**config.mk**
```make
export PLATFORM = sky130hd
export DESIGN_NAME = tga_rle_scanline_decoder_unit
export DESIGN_NICKNAME = d
export VERILOG_FILES = /design/src/hw/rtl/tgarle_pkg.sv /design/src/hw/rtl/tgarle_front.sv /design/src/hw/rtl/tgarle_queue.sv /design/src/hw/rtl/tgarle_back.sv /design/src/hw/rtl/tga_rle_scanline_decoder_unit.sv
export SDC_FILE = /design/constraint.sdc
export NUM_CORES = 1
export LEC_CHECK = 0
export ABC_CLOCK_PERIOD_IN_PS = 7900
export BUFFER_PORTS_ARGS = -buffer_cell sky130_fd_sc_hd__buf_2
export CORE_UTILIZATION = 46
export DETAILED_ROUTE_END_ITERATION = 6
export GPL_TIMING_DRIVEN = 0
export HOLD_SLACK_MARGIN = 0.08
export PLACE_DENSITY = 0.71
export REMOVE_ABC_BUFFERS = 1
export SLEW_MARGIN = 20
export SYNTH_ARGS = -nofsm -noshare
export SYNTH_HDL_FRONTEND = slang
export SYNTH_SLANG_ARGS = --single-unit
```
**constraint.sdc**
```tcl
create_clock -name clk -period 7.9 [get_ports clk]
set_clock_uncertainty 0.05 [all_clocks]
set_input_delay 1.975 -clock clk [delete_from_list [all_inputs] [get_ports clk]]
set_output_delay 1.975 -clock clk [all_outputs]
set_load 0.005 [all_outputs]
```
**src/hw/rtl/tgarle_pkg.sv**
```systemverilog
// Shared types and constants for the TGA run-length scanline decoder.
// No dependencies; imported by every module of the block.
package tgarle_pkg;

  // Largest pixel size in bytes that the decoder is built for
  localparam int MaxPixelBytes = 4;

  // Entries in the queue between front and back
  localparam int QueueDepth = 2;

  // Register indexes on the configuration port
  typedef enum logic [1:0] {
    REG_BYTES_PER_PIXEL = 2'd0,
    REG_LINE_WIDTH      = 2'd1,
    REG_IMAGE_HEIGHT    = 2'd2
  } reg_index_t;

  // Reset values of the registers
  localparam logic [2:0]  BppReset    = 3'd3;
  localparam logic [15:0] WidthReset  = 16'd640;
  localparam logic [15:0] HeightReset = 16'd480;

  // Header byte threshold and repeat bias
  localparam logic [7:0] RepeatThreshold = 8'd128;
  localparam logic [7:0] RepeatBias      = 8'd127;

  // Result kinds
  typedef enum logic [1:0] {
    STATUS_PIXEL = 2'd0,
    STATUS_END   = 2'd1,
    STATUS_TRUNC = 2'd2
  } status_t;

  // Item moved from the front to the back
  typedef struct packed {
    logic       end_of_stream;
    logic [7:0] data_byte;
  } item_t;

  // Configuration write handed to the back
  typedef struct packed {
    logic       wr;
    reg_index_t index;
    logic [15:0] data;
  } cfg_wr_t;

  // One result item
  typedef struct packed {
    status_t     status;
    logic [31:0] pixel_value;
    logic [7:0]  run_length;
    logic [15:0] column;
    logic [15:0] line_index;
    logic        end_of_line;
    logic        end_of_image;
  } result_t;

endpackage

```
**src/hw/rtl/tgarle_front.sv**
```systemverilog
// Input stage of the TGA run-length decoder: registers stream items and
// sorts data bytes from end-of-stream marks. Uses tgarle_pkg.
module tgarle_front
  import tgarle_pkg::*;
(
  input  logic       clk,
  input  logic       rst,
  input  logic       in_valid,
  output logic       in_ready,
  input  logic       in_eos,
  input  logic [7:0] in_byte,
  output logic       out_valid,
  input  logic       out_ready,
  output item_t      out_item
);

  logic  stage_valid;
  item_t stage_item;

  assign in_ready  = !stage_valid || out_ready;
  assign out_valid = stage_valid;
  assign out_item  = stage_item;

  // Hold the stage flag; refill whenever the stage drains
  always_ff @(posedge clk) begin
    if (rst) begin
      stage_valid <= 1'b0;
    end else if (in_ready) begin
      stage_valid <= in_valid;
    end
  end

  // Capture the item; the byte means nothing on an end mark, so zero it
  always_ff @(posedge clk) begin
    if (in_ready && in_valid) begin
      stage_item.end_of_stream <= in_eos;
      stage_item.data_byte     <= in_eos ? 8'd0 : in_byte;
    end
  end

endmodule

```
**src/hw/rtl/tgarle_queue.sv**
```systemverilog
// Short queue between the front and the back of the TGA decoder.
// Uses tgarle_pkg for the item type and depth.
module tgarle_queue
  import tgarle_pkg::*;
(
  input  logic  clk,
  input  logic  rst,
  input  logic  push_valid,
  output logic  push_ready,
  input  item_t push_item,
  output logic  pop_valid,
  input  logic  pop_ready,
  output item_t pop_item
);

  localparam int PtrW = (QueueDepth > 1) ? $clog2(QueueDepth) : 1;
  localparam int CntW = $clog2(QueueDepth + 1);

  item_t            entries [QueueDepth];
  logic [PtrW-1:0]  wr_ptr;
  logic [PtrW-1:0]  rd_ptr;
  logic [CntW-1:0]  count;
  logic             push;
  logic             pop;

  assign push_ready = (count != CntW'(QueueDepth));
  assign pop_valid  = (count != '0);
  assign pop_item   = entries[rd_ptr];
  assign push       = push_valid && push_ready;
  assign pop        = pop_valid && pop_ready;

  // Advance pointers and the fill count
  always_ff @(posedge clk) begin
    if (rst) begin
      wr_ptr <= '0;
      rd_ptr <= '0;
      count  <= '0;
    end else begin
      if (push) begin
        wr_ptr <= (wr_ptr == PtrW'(QueueDepth - 1)) ? '0 : wr_ptr + 1'b1;
      end
      if (pop) begin
        rd_ptr <= (rd_ptr == PtrW'(QueueDepth - 1)) ? '0 : rd_ptr + 1'b1;
      end
      if (push && !pop) begin
        count <= count + 1'b1;
      end else if (pop && !push) begin
        count <= count - 1'b1;
      end
    end
  end

  // Store pushed items
  always_ff @(posedge clk) begin
    if (push) begin
      entries[wr_ptr] <= push_item;
    end
  end

  a_count_bound : assert property (@(posedge clk) disable iff (rst)
    count <= CntW'(QueueDepth))
    else $error("queue count beyond depth");

  a_pop_not_empty : assert property (@(posedge clk) disable iff (rst)
    pop |-> count != '0)
    else $error("pop from empty queue");

  a_count_track : assert property (@(posedge clk) disable iff (rst)
    (push && !pop) |=> count == $past(count) + 1'b1)
    else $error("queue count missed a push");

endmodule

```
**src/hw/rtl/tgarle_back.sv**
```systemverilog
// Packet decoder of the TGA run-length decoder: parses headers, builds
// pixels, tracks the scan position and holds the result register.
// Uses tgarle_pkg.
module tgarle_back
  import tgarle_pkg::*;
#(
  parameter int MAX_PIXEL_BYTES = MaxPixelBytes
) (
  input  logic    clk,
  input  logic    rst,
  input  cfg_wr_t cfg,
  input  logic    item_valid,
  output logic    item_ready,
  input  item_t   item,
  output logic    res_valid,
  input  logic    res_ready,
  output result_t res
);

  localparam int AsmW = 8 * MAX_PIXEL_BYTES;
  localparam int PosW = (MAX_PIXEL_BYTES > 1) ? $clog2(MAX_PIXEL_BYTES) : 1;
  localparam logic [2:0] MaxBytes = 3'(MAX_PIXEL_BYTES);

  // Configuration registers
  logic [2:0]  bytes_per_pixel;
  logic [15:0] line_width;
  logic [15:0] image_height;

  // Decoding state
  logic            packet_is_repeat;
  logic [7:0]      packet_remaining;
  logic [PosW-1:0] byte_position;
  logic [AsmW-1:0] pixel_assembly;
  logic [15:0]     column_count;
  logic [15:0]     line_count;

  logic            packet_is_repeat_next;
  logic [7:0]      packet_remaining_next;
  logic [PosW-1:0] byte_position_next;
  logic [AsmW-1:0] pixel_assembly_next;
  logic [15:0]     column_count_next;
  logic [15:0]     line_count_next;

  // Working values
  logic [2:0]      eff_bytes;
  logic [15:0]     eff_width;
  logic [15:0]     eff_height;
  logic [AsmW-1:0] pixel_full;
  logic            pixel_done;
  logic [15:0]     left;
  logic [7:0]      run;
  logic            eol;
  logic            eoi;
  logic            clean;
  logic            produces;
  logic            take;
  result_t         result_next;

  // Write configuration registers
  always_ff @(posedge clk) begin
    if (rst) begin
      bytes_per_pixel <= BppReset;
      line_width      <= WidthReset;
      image_height    <= HeightReset;
    end else if (cfg.wr) begin
      case (cfg.index)
        REG_BYTES_PER_PIXEL: bytes_per_pixel <= cfg.data[2:0];
        REG_LINE_WIDTH:      line_width      <= cfg.data;
        REG_IMAGE_HEIGHT:    image_height    <= cfg.data;
        default: ;
      endcase
    end
  end

  // Clamp register values into the working range
  always_comb begin
    if (bytes_per_pixel == 3'd0) begin
      eff_bytes = 3'd1;
    end else if (bytes_per_pixel > MaxBytes) begin
      eff_bytes = MaxBytes;
    end else begin
      eff_bytes = bytes_per_pixel;
    end
    eff_width  = (line_width == 16'd0) ? 16'd1 : line_width;
    eff_height = (image_height == 16'd0) ? 16'd1 : image_height;
  end

  // Insert the incoming byte into its lane of the pixel
  always_comb begin
    pixel_full = pixel_assembly;
    for (int i = 0; i < MAX_PIXEL_BYTES; i++) begin
      if (byte_position == PosW'(i)) begin
        pixel_full[i*8 +: 8] = item.data_byte;
      end
    end
  end

  // Run length, clipped at the line end, and line and image marks
  always_comb begin
    pixel_done = ({1'b0, 4'(byte_position)} + 5'd1) >= {2'b0, eff_bytes};
    left = (column_count < eff_width) ? (eff_width - column_count) : 16'd1;
    if (packet_is_repeat) begin
      run = ({8'd0, packet_remaining} < left) ? packet_remaining : left[7:0];
    end else begin
      run = 8'd1;
    end
    eol   = ({8'd0, run} >= left);
    eoi   = eol && (({1'b0, line_count} + 17'd1) >= {1'b0, eff_height});
    clean = (packet_remaining == 8'd0) && (column_count == 16'd0) &&
            (line_count == 16'd0);
    produces = item.end_of_stream ||
               ((packet_remaining != 8'd0) && pixel_done);
  end

  // Next state and result of the item at the head of the queue
  always_comb begin
    packet_is_repeat_next = packet_is_repeat;
    packet_remaining_next = packet_remaining;
    byte_position_next    = byte_position;
    pixel_assembly_next   = pixel_assembly;
    column_count_next     = column_count;
    line_count_next       = line_count;

    result_next.status       = STATUS_PIXEL;
    result_next.pixel_value  = 32'(pixel_full);
    result_next.run_length   = run;
    result_next.column       = column_count;
    result_next.line_index   = line_count;
    result_next.end_of_line  = eol;
    result_next.end_of_image = eoi;

    if (item.end_of_stream) begin
      // Report the end and drop all stream state
      result_next.status       = clean ? STATUS_END : STATUS_TRUNC;
      result_next.pixel_value  = '0;
      result_next.run_length   = '0;
      result_next.column       = '0;
      result_next.line_index   = '0;
      result_next.end_of_line  = 1'b0;
      result_next.end_of_image = 1'b0;
      packet_is_repeat_next = 1'b0;
      packet_remaining_next = '0;
      byte_position_next    = '0;
      pixel_assembly_next   = '0;
      column_count_next     = '0;
      line_count_next       = '0;
    end else if (packet_remaining == 8'd0) begin
      // Open a packet from its header byte
      packet_is_repeat_next = (item.data_byte >= RepeatThreshold);
      packet_remaining_next = (item.data_byte >= RepeatThreshold) ?
                              (item.data_byte - RepeatBias) :
                              (item.data_byte + 8'd1);
      byte_position_next    = '0;
      pixel_assembly_next   = '0;
    end else if (!pixel_done) begin
      // Collect one more byte of the pixel
      byte_position_next  = byte_position + 1'b1;
      pixel_assembly_next = pixel_full;
    end else begin
      // Finish the pixel and advance the scan position
      packet_remaining_next = packet_is_repeat ? 8'd0 : (packet_remaining - 8'd1);
      if (eol) begin
        packet_remaining_next = 8'd0;
        column_count_next     = 16'd0;
        line_count_next       = eoi ? 16'd0 : (line_count + 16'd1);
      end else begin
        column_count_next = column_count + {8'd0, run};
      end
      byte_position_next  = '0;
      pixel_assembly_next = '0;
    end
  end

  // An item that gives no result never waits on the result register
  assign take       = item_valid && (!produces || !res_valid || res_ready);
  assign item_ready = take;

  // Advance the decoding state
  always_ff @(posedge clk) begin
    if (rst) begin
      packet_is_repeat <= 1'b0;
      packet_remaining <= '0;
      byte_position    <= '0;
      pixel_assembly   <= '0;
      column_count     <= '0;
      line_count       <= '0;
    end else if (take) begin
      packet_is_repeat <= packet_is_repeat_next;
      packet_remaining <= packet_remaining_next;
      byte_position    <= byte_position_next;
      pixel_assembly   <= pixel_assembly_next;
      column_count     <= column_count_next;
      line_count       <= line_count_next;
    end
  end

  // Hold a result until the consumer takes it
  always_ff @(posedge clk) begin
    if (rst) begin
      res_valid <= 1'b0;
    end else if (take && produces) begin
      res_valid <= 1'b1;
    end else if (res_ready) begin
      res_valid <= 1'b0;
    end
  end

  always_ff @(posedge clk) begin
    if (take && produces) begin
      res <= result_next;
    end
  end

  a_run_nonzero : assert property (@(posedge clk) disable iff (rst)
    (res_valid && res.status == STATUS_PIXEL) |-> res.run_length != 8'd0)
    else $error("pixel result with empty run");

  a_image_ends_line : assert property (@(posedge clk) disable iff (rst)
    (res_valid && res.end_of_image) |-> res.end_of_line)
    else $error("image end without line end");

  a_eos_clears : assert property (@(posedge clk) disable iff (rst)
    (take && item.end_of_stream) |=>
      (column_count == 16'd0 && line_count == 16'd0 && packet_remaining == 8'd0))
    else $error("stream state kept after end of stream");

  a_no_overwrite : assert property (@(posedge clk) disable iff (rst)
    (res_valid && !res_ready) |=> res_valid && $stable(res))
    else $error("pending result overwritten");

endmodule

```
**src/hw/rtl/tga_rle_scanline_decoder_unit.sv**
```systemverilog
// Top level of the TGA run-length scanline decoder.
// Instantiates tgarle_front, tgarle_queue and tgarle_back; uses tgarle_pkg.
//
// The decoder takes one compressed byte per clock cycle on the slave stream
// while no pending result stalls it and gives one result per finished pixel
// on the master stream; header bytes and bytes inside a multi-byte pixel give
// none. A byte passes the input stage register and the queue to the packet
// decoder, which sets that rate: it updates the packet count, pixel lanes and
// scan position of each byte it takes, and its result register holds results.
// The input stage and a two-entry queue let the slave side take up to three
// more bytes while a result waits on the master side. Registers are written
// through the configuration channel, which is always ready, and should only
// be written while the block is idle.
module tga_rle_scanline_decoder_unit
  import tgarle_pkg::*;
#(
  parameter int MAX_PIXEL_BYTES = MaxPixelBytes
) (
  input  logic        clk,
  input  logic        rst,
  // Compressed input stream
  input  logic        s_tvalid,
  output logic        s_tready,
  input  logic [7:0]  s_tdata,   // [7:0] data_byte
  input  logic [0:0]  s_tuser,   // [0] end_of_stream
  // Result stream
  output logic        m_tvalid,
  input  logic        m_tready,
  output logic [79:0] m_tdata,   // [31:0] pixel_value, [39:32] run_length,
                                 // [55:40] column, [71:56] line_index,
                                 // [72] end_of_line, [79:73] zero
  output logic [1:0]  m_tuser,   // [1:0] status
  output logic        m_tlast,   // end_of_image
  // Configuration writes
  input  logic        cfg_valid,
  output logic        cfg_ready,
  input  logic [1:0]  cfg_index,
  input  logic [15:0] cfg_data
);

  logic    front_valid;
  logic    front_ready;
  item_t   front_item;
  logic    queue_valid;
  logic    queue_ready;
  item_t   queue_item;
  cfg_wr_t cfg_wr;
  result_t res;

  assign cfg_ready    = 1'b1;
  assign cfg_wr.wr    = cfg_valid;
  assign cfg_wr.index = reg_index_t'(cfg_index);
  assign cfg_wr.data  = cfg_data;

  tgarle_front u_front (
    .clk       (clk),
    .rst       (rst),
    .in_valid  (s_tvalid),
    .in_ready  (s_tready),
    .in_eos    (s_tuser[0]),
    .in_byte   (s_tdata),
    .out_valid (front_valid),
    .out_ready (front_ready),
    .out_item  (front_item)
  );

  tgarle_queue u_queue (
    .clk        (clk),
    .rst        (rst),
    .push_valid (front_valid),
    .push_ready (front_ready),
    .push_item  (front_item),
    .pop_valid  (queue_valid),
    .pop_ready  (queue_ready),
    .pop_item   (queue_item)
  );

  tgarle_back #(
    .MAX_PIXEL_BYTES (MAX_PIXEL_BYTES)
  ) u_back (
    .clk        (clk),
    .rst        (rst),
    .cfg        (cfg_wr),
    .item_valid (queue_valid),
    .item_ready (queue_ready),
    .item       (queue_item),
    .res_valid  (m_tvalid),
    .res_ready  (m_tready),
    .res        (res)
  );

  // Pack the result fields onto the stream
  assign m_tdata = {7'd0, res.end_of_line, res.line_index, res.column,
                    res.run_length, res.pixel_value};
  assign m_tuser = res.status;
  assign m_tlast = res.end_of_image;

endmodule

```
Yosys cells after proc, flatten, opt, wreduce, memory -nomap -nowiden
Memories as Yosys holds them, arrays and structs flattened. A register that Yosys moved wholly into a read port is not among the register bits. Cells that the tools add are included.

Register bits: 201. Latch bits: 0. Bits in writable memories: 18. ROM bits: 0. Input port bits: 32. Output and inout bits: 86. Word-level logic and storage cells: 139. Memories kept: 1.

Memories: u_queue.entries (depth 2, width 9, read ports 1, clocked after Yosys merged registers in 1, wr ports 1, RTL line tgarle_queue.sv:19) `item_t entries [QueueDepth];`.

Add/sub/neg operators: 13. Multiply operators: 0. Div/mod/pow operators: 0. Order comparisons: 7. Eq/ne operators: 7. Shift operators: 0. Mux-type cells: 45. Bitwise gates (word level): 0. Reductions and logical operators: 43.

Operators by type and width (count): $mux 16 (12); $mux 32 (3); $mux 8 (12); $logic_not 16->1 (4); $add 16x1->17 const B (1); $ge 17x16->1 (1); $add 16x1->16 const B (1); $add 16x8->16 (1); $ge 8x16->1 (1); $lt 16x16->1 (1); $lt 8x16->1 (1); $sub 16x16->16 (1); $mux 2 (6); $reduce_bool 2->1 (6); $logic_and 1x1->1 (11); $mux 1 (10); $reduce_and 2->1 (5); $add 8x1->8 const B (1); $ge 8x8->1 const B (1); $logic_not 8->1 (1); $reduce_bool 8->1 (1); $sub 8x1->8 const B (1); $sub 8x7->8 const B (1); $eq 2x2->1 const B (3); 17 further kinds (29).

Longest topological paths before layout
Gate-level depths: netlist of run 1.

Word-level depth: 14. Mapped depth: 31. Depth with buffers taken out: 30.

Cells and area by module
Synthesis of run 1 repeated with hierarchy kept, for this count alone.

Cells, all modules: 1238. Area total of the unflattened synthesis: 11554.8 sq um.

By module, submodules not included: tgarle_back (times used 1, cells an instance 1154, area an instance 10242.3 sq um, seq. area each 4504.3 sq um); tgarle_queue (times used 1, cells an instance 52, area an instance 869.6 sq um, seq. area each 640.6 sq um); tgarle_front (times used 1, cells an instance 22, area an instance 375.4 sq um, seq. area each 290.3 sq um); tga_rle_scanline_decoder_unit (times used 1, cells an instance 10, area an instance 67.6 sq um, seq. area each 0.0 sq um).

Worst setup path after synthesis of run 1
Ideal clock, no wire load.

Path kind: reg-to-reg. Start point: register u_back.line_width[15]. End point: register u_back.packet_remaining[4]. Library setup time: 0.083 ns. Data arrival time: 5.721 ns. Required time: 7.767 ns. Path slack: 2.046 ns. Cell stages (with the launch flop): 27. Path buffers: 1. Clock period less this slack: 5.854 ns. Cell sequence: dfxtp_1 -> nor4_1 -> a41oi_1 -> ha_1 -> inv_1 -> fa_1 -> nand3_1 -> a21oi_1 -> o211ai_1 -> a21oi_2 -> nand3_1 -> ha_1 -> nand4_1 -> o311a_1 -> a211oi_4 -> mux2_2 -> nor2b_1 -> ha_1 -> a21o_1 -> a21oi_1 -> o21ai_0 -> a21oi_1 -> o21a_1 -> buf_1 -> nor2_1 -> or4_1 -> o221ai_1.

Cells in the longest elaborated chain, start to end: 12. Elaborated cells between the ends (all ways): 13. Classes of those cells: add/sub (1); order compare (3); mux (8); reduce/logical (1).

Ends and longest elaborated chain: start, declared (RTL line tgarle_back.sv:26) `logic [15:0] line_width;`; start signal, assigned (RTL line tgarle_back.sv:63) `line_width <= WidthReset;`; start signal, assigned (RTL line tgarle_back.sv:68) `REG_LINE_WIDTH: line_width <= cfg.data;`; $logic_not 16->1 (RTL line tgarle_back.sv:84) `eff_width = (line_width == 16'd0) ? 16'd1 : line_width;`; $mux 16 (*) (RTL line tgarle_back.sv:84); $sub 16x16->16 / $lt 16x16->1 (equally long branches) (RTL line tgarle_back.sv:101) `left = (column_count < eff_width) ? (eff_width - column_count) : 16'd1;`; $mux 16 (*) (RTL line tgarle_back.sv:101); $lt 8x16->1 (RTL line tgarle_back.sv:103) `run = ({8'd0, packet_remaining} < left) ? packet_remaining : left[7:0];`; $mux 8 (*) (RTL line tgarle_back.sv:103); $mux 8 (*) (RTL line tgarle_back.sv:102) `if (packet_is_repeat) begin`; via u_back.run[1] (RTL line tgarle_back.sv:51) `logic [7:0] run;`; $ge 8x16->1 (*) (RTL line tgarle_back.sv:107) `eol = ({8'd0, run} >= left);`; $mux 8 (*) (RTL line tgarle_back.sv:162) `if (eol) begin`; $mux 8 (*) (RTL line tgarle_back.sv:155) `end else if (!pixel_done) begin`; $mux 8 (*) (RTL line tgarle_back.sv:147) `end else if (packet_remaining == 8'd0) begin`; $mux 8 (*) (RTL line tgarle_back.sv:132) `if (item.end_of_stream) begin`; end signal, assigned (RTL line tgarle_back.sv:189) `packet_remaining <= packet_remaining_next;`; end, declared (RTL line tgarle_back.sv:31) `logic [7:0] packet_remaining;`.

The timed path passes the listed nets; every way through them passes the cells marked *. The select of a mux whose other input is x is not followed. A chain may end at the register's enable or synchronous reset.

Worst setup path after layout of run 1
Start point: register u_back.line_width[15]. End point: register u_back.line_count[10].

Cells in the longest elaborated chain, start to end: 14. Elaborated cells between the ends (all ways): 17. Classes of those cells: add/sub (1); order compare (3); mux (9); reduce/logical (4).

Ends and longest elaborated chain: $logic_not 16->1 (RTL line tgarle_back.sv:84); $mux 16 (*) (RTL line tgarle_back.sv:84); $sub 16x16->16 / $lt 16x16->1 (equally long branches) (RTL line tgarle_back.sv:101); $mux 16 (*) (RTL line tgarle_back.sv:101); $lt 8x16->1 (RTL line tgarle_back.sv:103); $mux 8 (*) (RTL line tgarle_back.sv:103); $mux 8 (*) (RTL line tgarle_back.sv:102); via u_back.run[1] (RTL line tgarle_back.sv:51); $ge 8x16->1 (*) (RTL line tgarle_back.sv:107); $logic_and 1x1->1 (RTL line tgarle_back.sv:108) `eoi = eol && (({1'b0, line_count} + 17'd1) >= {1'b0, eff_height});`; $mux 16 (RTL line tgarle_back.sv:165) `line_count_next = eoi ? 16'd0 : (line_count + 16'd1);`; $mux 16 (RTL line tgarle_back.sv:162); $mux 16 (RTL line tgarle_back.sv:155); $mux 16 (RTL line tgarle_back.sv:147); $mux 16 (RTL line tgarle_back.sv:132); end signal, assigned (RTL line tgarle_back.sv:193) `line_count <= line_count_next;`; end, declared (RTL line tgarle_back.sv:35) `logic [15:0] line_count;`.

Marks and branches as above.

==> reports/metrics.yaml, run 1 <==
syn_to_final_growth_pct: 13.3
place_area_sq_um: 12200
start_kind: "flip-flop"
crit_arrival_ps: 7380
synth_most_common_cell: "nor2_1"
yosysUniqueCellTypes: 71
vias: 8964
yosysWarnings: 0
grt_overflow: 0
gp_congestion: 0.879
fin_area_sq_um: 12900
drt_wl_total_um: 26400
root_buffer: "clkbuf_16"
synth_cells: 1207
yosys-top-cells-count: "nor2_1 (178), dfxtp_1 (117), nand2_1 (111)"
synth-edff-count: 103
rows: 57
syn-cell-area_sq_um: 11400
synth_top_area_share: 0.271
drive_above_1_share: 0.140
pin_count: 118
dp_hpwl_um: 19000
remaining_drc_errors: 0
maxSlewHeadroom: 0.299
hold_end: "u_queue.entries[0][4]"
worstReg2RegStart: "u_back.line_width[15]"
whs_ps: 395
grt_pass1_wl_um: 42500
ys_top_cells_by_area: "edfxtp_1 (27%), dfxtp_1 (21%), ha_1 (7.7%)"
synthFlopType: "dfxtp_1"
ir_drop_mv: 0.189
r2r_cells: 25
cp-startpoint: "u_back.line_width[15]"
endpoint_kind: "flip-flop"
min_path_type: "flip-flop to flip-flop"
path_buf_inv: 1
dieArea_sq_um: 25400
ctsResizeCount: 0
critical_path.top_delay_family: "compound AO/OA/AOI/OAI gates"
cts_buffers: 23
cts.clk_slew.worst_paths_ps: 60
antenna_cells: 0
grt_pass1_vias: 8359
outcome: "finished, final reports clean"
track_usage: 0.206
drt_iter0_markers: 543
leakagePower_nw: 5.03
clock_latency_ps: 520
power_density_nw_per_um2: 307
clockBufferDepth: 3
fmax_mhz: 143
final_core_util: 0.531
slowest_stage: "a21oi_2"
coreArea_sq_um: 24300
slowest_delay_ps: 500
wl_per_cell_um: 16.3
synth_top_cell_by_area: "edfxtp_1"
fillers: 2198
cts.sinks: 220
dp_slack_ps: 960
whs_path_depth: 0
nNetsFinal: 1379
synth_seq_cells: 220
grt_max_degree: 75
portBuffers: 109
ys_seq_area_frac: 0.477
setup_viol: 0
r2r_slack_ps: 930
synth_area_per_cell_sq_um: 9.45
fin_setup_tns_ps: 0
synthArstFlopShare: 0
cts_setup_buffers: 0
finalHoldViolCount: 0
hold_start: "u_front.out_item[4]"
dr.pass1.iters: 5
htreeDepth: 1
crit_required_ps: 8310
reg2reg_to: "u_back.line_count[10]"
postCtsHoldBufs: 0
path_depth: 25
path_class: "flip-flop to flip-flop"
die_h_um: 159
crit_fanout: 12
die_w_um: 159
min_period_ps: 6970
tightestPinTransition_ps: 1020
antenna_left: 0
cts_tree: "built"
rsz0062_at_grt: "false"
vias_per_cell: 5.55
post-route-period-util: 0.882
antenna_found_initial: 0
maxSlewViolCount: 0
setup_slack_ps: 929
start_util: 0.469
max-cap-violations: 0
## layout make-up
class / instances / area, sq um / share of cell area
clock inverters: 13 / 105 / 0.00814
repair buffers: 119 / 651 / 0.0504
flip-flops and latches: 220 / 5440 / 0.421
multi-input cells: 847 / 5420 / 0.420
clock buffers: 29 / 659 / 0.0511
inverters: 64 / 240 / 0.0186
well taps: 324 / 405 / 0.0314
## registers in the layout (all words and copies together) (netlist names), 3 cells and up, named ones only
name                     flops
u_back.column_count         16
u_back.line_count           16
u_back.pixel_assembly       32
u_back.bytes_per_pixel       3
u_queue.entries             18
u_back.packet_remaining      8
u_back.image_height         16
u_front.out_item             9
u_back.line_width           16
u_back.res                  76
## power breakdown
group	switching, W	internal, W	total [W]
Combinational	0.000840	0.000477	0.00132
Clock	0.000457	0.000627	0.00108
Sequential	0.000109	0.00146	0.00157
Total	0.00141	0.00256	0.00397
## metrics by stage
| step | total power (W) | cells |
|---|---|---|
| after floorplan | 0.00245 | 1131 |
| after global placement | 0.00288 | 1564 |
| after detailed placement | 0.00290 | 1574 |
| after CTS | 0.00399 | 1616 |
| after global routing | 0.00420 | 1616 |
| final | 0.00397 | 1616 |
## cell families after synthesis
group / Yosys count / share of synthesized area
simple gates: 441 / 0.177
xor+xnor: 46 / 0.0353
mux: 23 / 0.0211
other cells: 2 / 0.000659
fa+ha+maj: 72 / 0.0803
flops: 220 / 0.477
buf+inv: 146 / 0.0518
compound gates: 257 / 0.157
## per-layer routing
metal  global-route usage  wire, um  up-vias
met3               0.0260      1480       54
met1                0.281     12000     4235
met5                    0         0        -
met2                0.337     12200      269
li1                     -         -     4406
met4               0.0717       728        0
## placed cells by master (no fill, tap or decap), types with 8 or more instances in the layout
cell type | synthesis | routed
xnor2_1 | 29 | 29
a221o_1 | 8 | 8
a21oi_1 | 70 | 70
nor2b_1 | 21 | 21
buf_2 | 4 | 108
and2_1 | 15 | 15
nand4_1 | 18 | 18
mux2i_1 | 15 | 14
xor2_1 | 17 | 17
edfxtp_1 | 103 | 103
a211oi_1 | 38 | 38
nand2b_1 | 11 | 11
nand2_1 | 111 | 111
conb_1 | 2 | 8
dfxtp_1 | 117 | 117
nor3_1 | 19 | 18
clkbuf_16 | 0 | 24
nor4_1 | 19 | 19
buf_4 | 8 | 8
nor2_1 | 178 | 178
inv_1 | 64 | 64
a22oi_1 | 32 | 32
nand3_1 | 18 | 18
ha_1 | 70 | 70
o21ai_0 | 32 | 32
a211o_1 | 8 | 8
a21o_1 | 12 | 12
## worst max-delay path by stage
stage	slack, ps	end
CTS	900	u_back.line_count[10]
global route	300	u_back.line_count[14]
detailed placement	960	u_back.line_count[10]
finish	930	u_back.line_count[10]
floorplan	-1810	u_back.line_count[10]
global placement	-5650	u_back.line_count[9]
No activity file was read; power rests on OpenSTA's default activity.
==> run 2: changes to the inputs <==
Settings changed: CELL_PAD_IN_SITES_DETAIL_PLACEMENT from default to 0, CELL_PAD_IN_SITES_GLOBAL_PLACEMENT from default to 1, CORE_UTILIZATION 46 to 40, GPL_TIMING_DRIVEN 0 to default, PLACE_DENSITY 0.71 to 0.77.
==> run 2 against run 1 <==
Die area grew 15%. Cell count rose by 3.2%. Largest cell class unchanged. Routed wire length up 7.1%.
==> reports/metrics.yaml, run 2 (synthesized netlist as in run 1, its figures left out) <==
crit_fanout: 12
pin_count: 118
grt_pass1_wl_um: 44100
clock_latency_ps: 520
coreArea_sq_um: 27900
maxSlewViolCount: 0
antenna_cells: 0
die_w_um: 171
min_period_ps: 6670
dp_slack_ps: 1220
track_usage: 0.192
outcome: "finished, final reports clean"
vias: 8779
dp_hpwl_um: 20400
dr.pass1.iters: 5
setup_slack_ps: 1230
dp.cells: 1624
fin_setup_tns_ps: 0
power_density_nw_per_um2: 307
maxSlewHeadroom: 0.377
drt_wl_total_um: 28300
nNetsFinal: 1376
wl_per_cell_um: 17.0
crit_arrival_ps: 7080
syn_to_final_growth_pct: 13.4
htreeDepth: 1
vias_per_cell: 5.26
leakagePower_nw: 4.99
max-cap-violations: 0
finalHoldViolCount: 0
cell_internal_pwr_w: 0.00257
rsz0062_at_grt: "false"
cts_buffers: 24
endpoint_kind: "flip-flop"
postCtsHoldBufs: 0
ir_drop_mv: 0.176
root_buffer: "clkbuf_16"
switching_power_w: 0.00140
p_sw_frac: 0.353
drive_above_1_share: 0.133
final_cell_mix: "nor2_1 (178), dfxtp_1 (117), nand2_1 (111)"
portBuffers: 109
setup_viol: 0
path_class: "flip-flop to flip-flop"
min_path_type: "flip-flop to flip-flop"
pwr-share-comb: 0.324
cts.clk_slew.worst_paths_ps: 60
dieArea_sq_um: 29200
crit_required_ps: 8310
grt_max_degree: 73
largest_reg_flops: 76
reg_top3: "u_back.res x76, u_back.pixel_assembly x32, u_queue.entries x18"
clock_power_share: 0.279
clockBufferDepth: 3
cts_setup_buffers: 0
cts_tree: "built"
final_cells: 1668
die_h_um: 171
antenna_left: 0
layout_commonest_cell: "nor2_1"
fmax_mhz: 150
ctsResizeCount: 0
grt_pass1_vias: 8041
cts.sinks: 220
rows: 61
gp_congestion: 0.859
start_util: 0.408
grt_overflow: 0
tightestPinTransition_ps: 908
drt_iter0_markers: 639
p_seq_frac: 0.396
regMostFlops: "u_back.res"
antenna_found_initial: 0
post-route-period-util: 0.845
start_kind: "flip-flop"
remaining_drc_errors: 0
-- run 2: cell types whose count changed in the layout (fill, tap and decap cells not counted), moves of 2 or more --
cell	previous run	this run
clkbuf_8	4	0
buf_6	2	0
clkbuf_1	1	3
clkinv_2	4	2
buf_4	8	6
clkinv_1	2	8
bufinv_16	1	3
-- run 2: area by class of cell --
type	instances	area, sq um
Tap cell	378	473
Clock inverter	17	170
Clock buffer	27	612
Sequential cell	220	5440
Timing Repair Buffer	115	591
Fill cell	2716	15000
Inverter	64	240
Multi-Input combinational cell	847	5410
-- run 2: per-stage QoR --
stage	cell area (sq um)	hold slack [ps]	power, W	utilization
after detailed placement	12100	385	0.00289	0.435
after floorplan	11100	371	0.00245	-
after CTS	12900	399	0.00401	0.463
after global routing	12900	402	0.00422	0.463
final	12900	399	0.00397	0.463
after global placement	12100	376	0.00288	0.435
-- run 2: path summary, 6_finish.rpt --
kind,start,endpoint,slack (ps),depth (start not counted)
worst max register to register,u_back.line_width[1],u_back.line_count[10],1230,25
worst min-delay path,u_front.out_item[6],u_queue.entries[1][6],400,0
worst min register to register,u_front.out_item[6],u_queue.entries[1][6],400,0
worst max-delay path,u_back.line_width[1],u_back.line_count[10],1230,25
-- run 2: routing by layer --
| metal | GRT usage | share of wire | up-vias |
|---|---|---|---|
| li1 | - | - | 4395 |
| met4 | 0.0404 | 0.014 | 0 |
| met1 | 0.276 | 0.48 | 4155 |
| met2 | 0.310 | 0.45 | 199 |
| met3 | 0.0229 | 0.047 | 30 |
| met5 | 0 | 0 | - |
-- run 2: power groups by stage --
stage          sequential [W]  combinational, W  clock, W
2_1_floorplan         0.00163          0.000822         0
3_3_place_gp          0.00160           0.00128         0
3_5_place_dp          0.00160           0.00129         0
4_1_cts               0.00158           0.00130   0.00113
5_1_grt               0.00160           0.00144   0.00118
6_report              0.00157           0.00129   0.00111
-- run 2: worst max-delay path, cell delays in order, from the launching register on --
cell	delay, ps
dfxtp_1	350
nor4_1	320
a41oi_1	190
ha_1	230
inv_1	70
fa_1	190
nand3_1	130
a21oi_1	240
o211ai_1	150
a21oi_2	350
nand3_1	210
ha_1	350
nand4_1	140
o311a_1	420
a211oi_4	440
mux2_2	410
nor2b_1	270
ha_1	290
a21o_1	150
a21oi_1	130
o21ai_0	100
a21oi_1	150
o21a_1	430
o21ai_2	110
a21oi_2	490
a221o_1	240
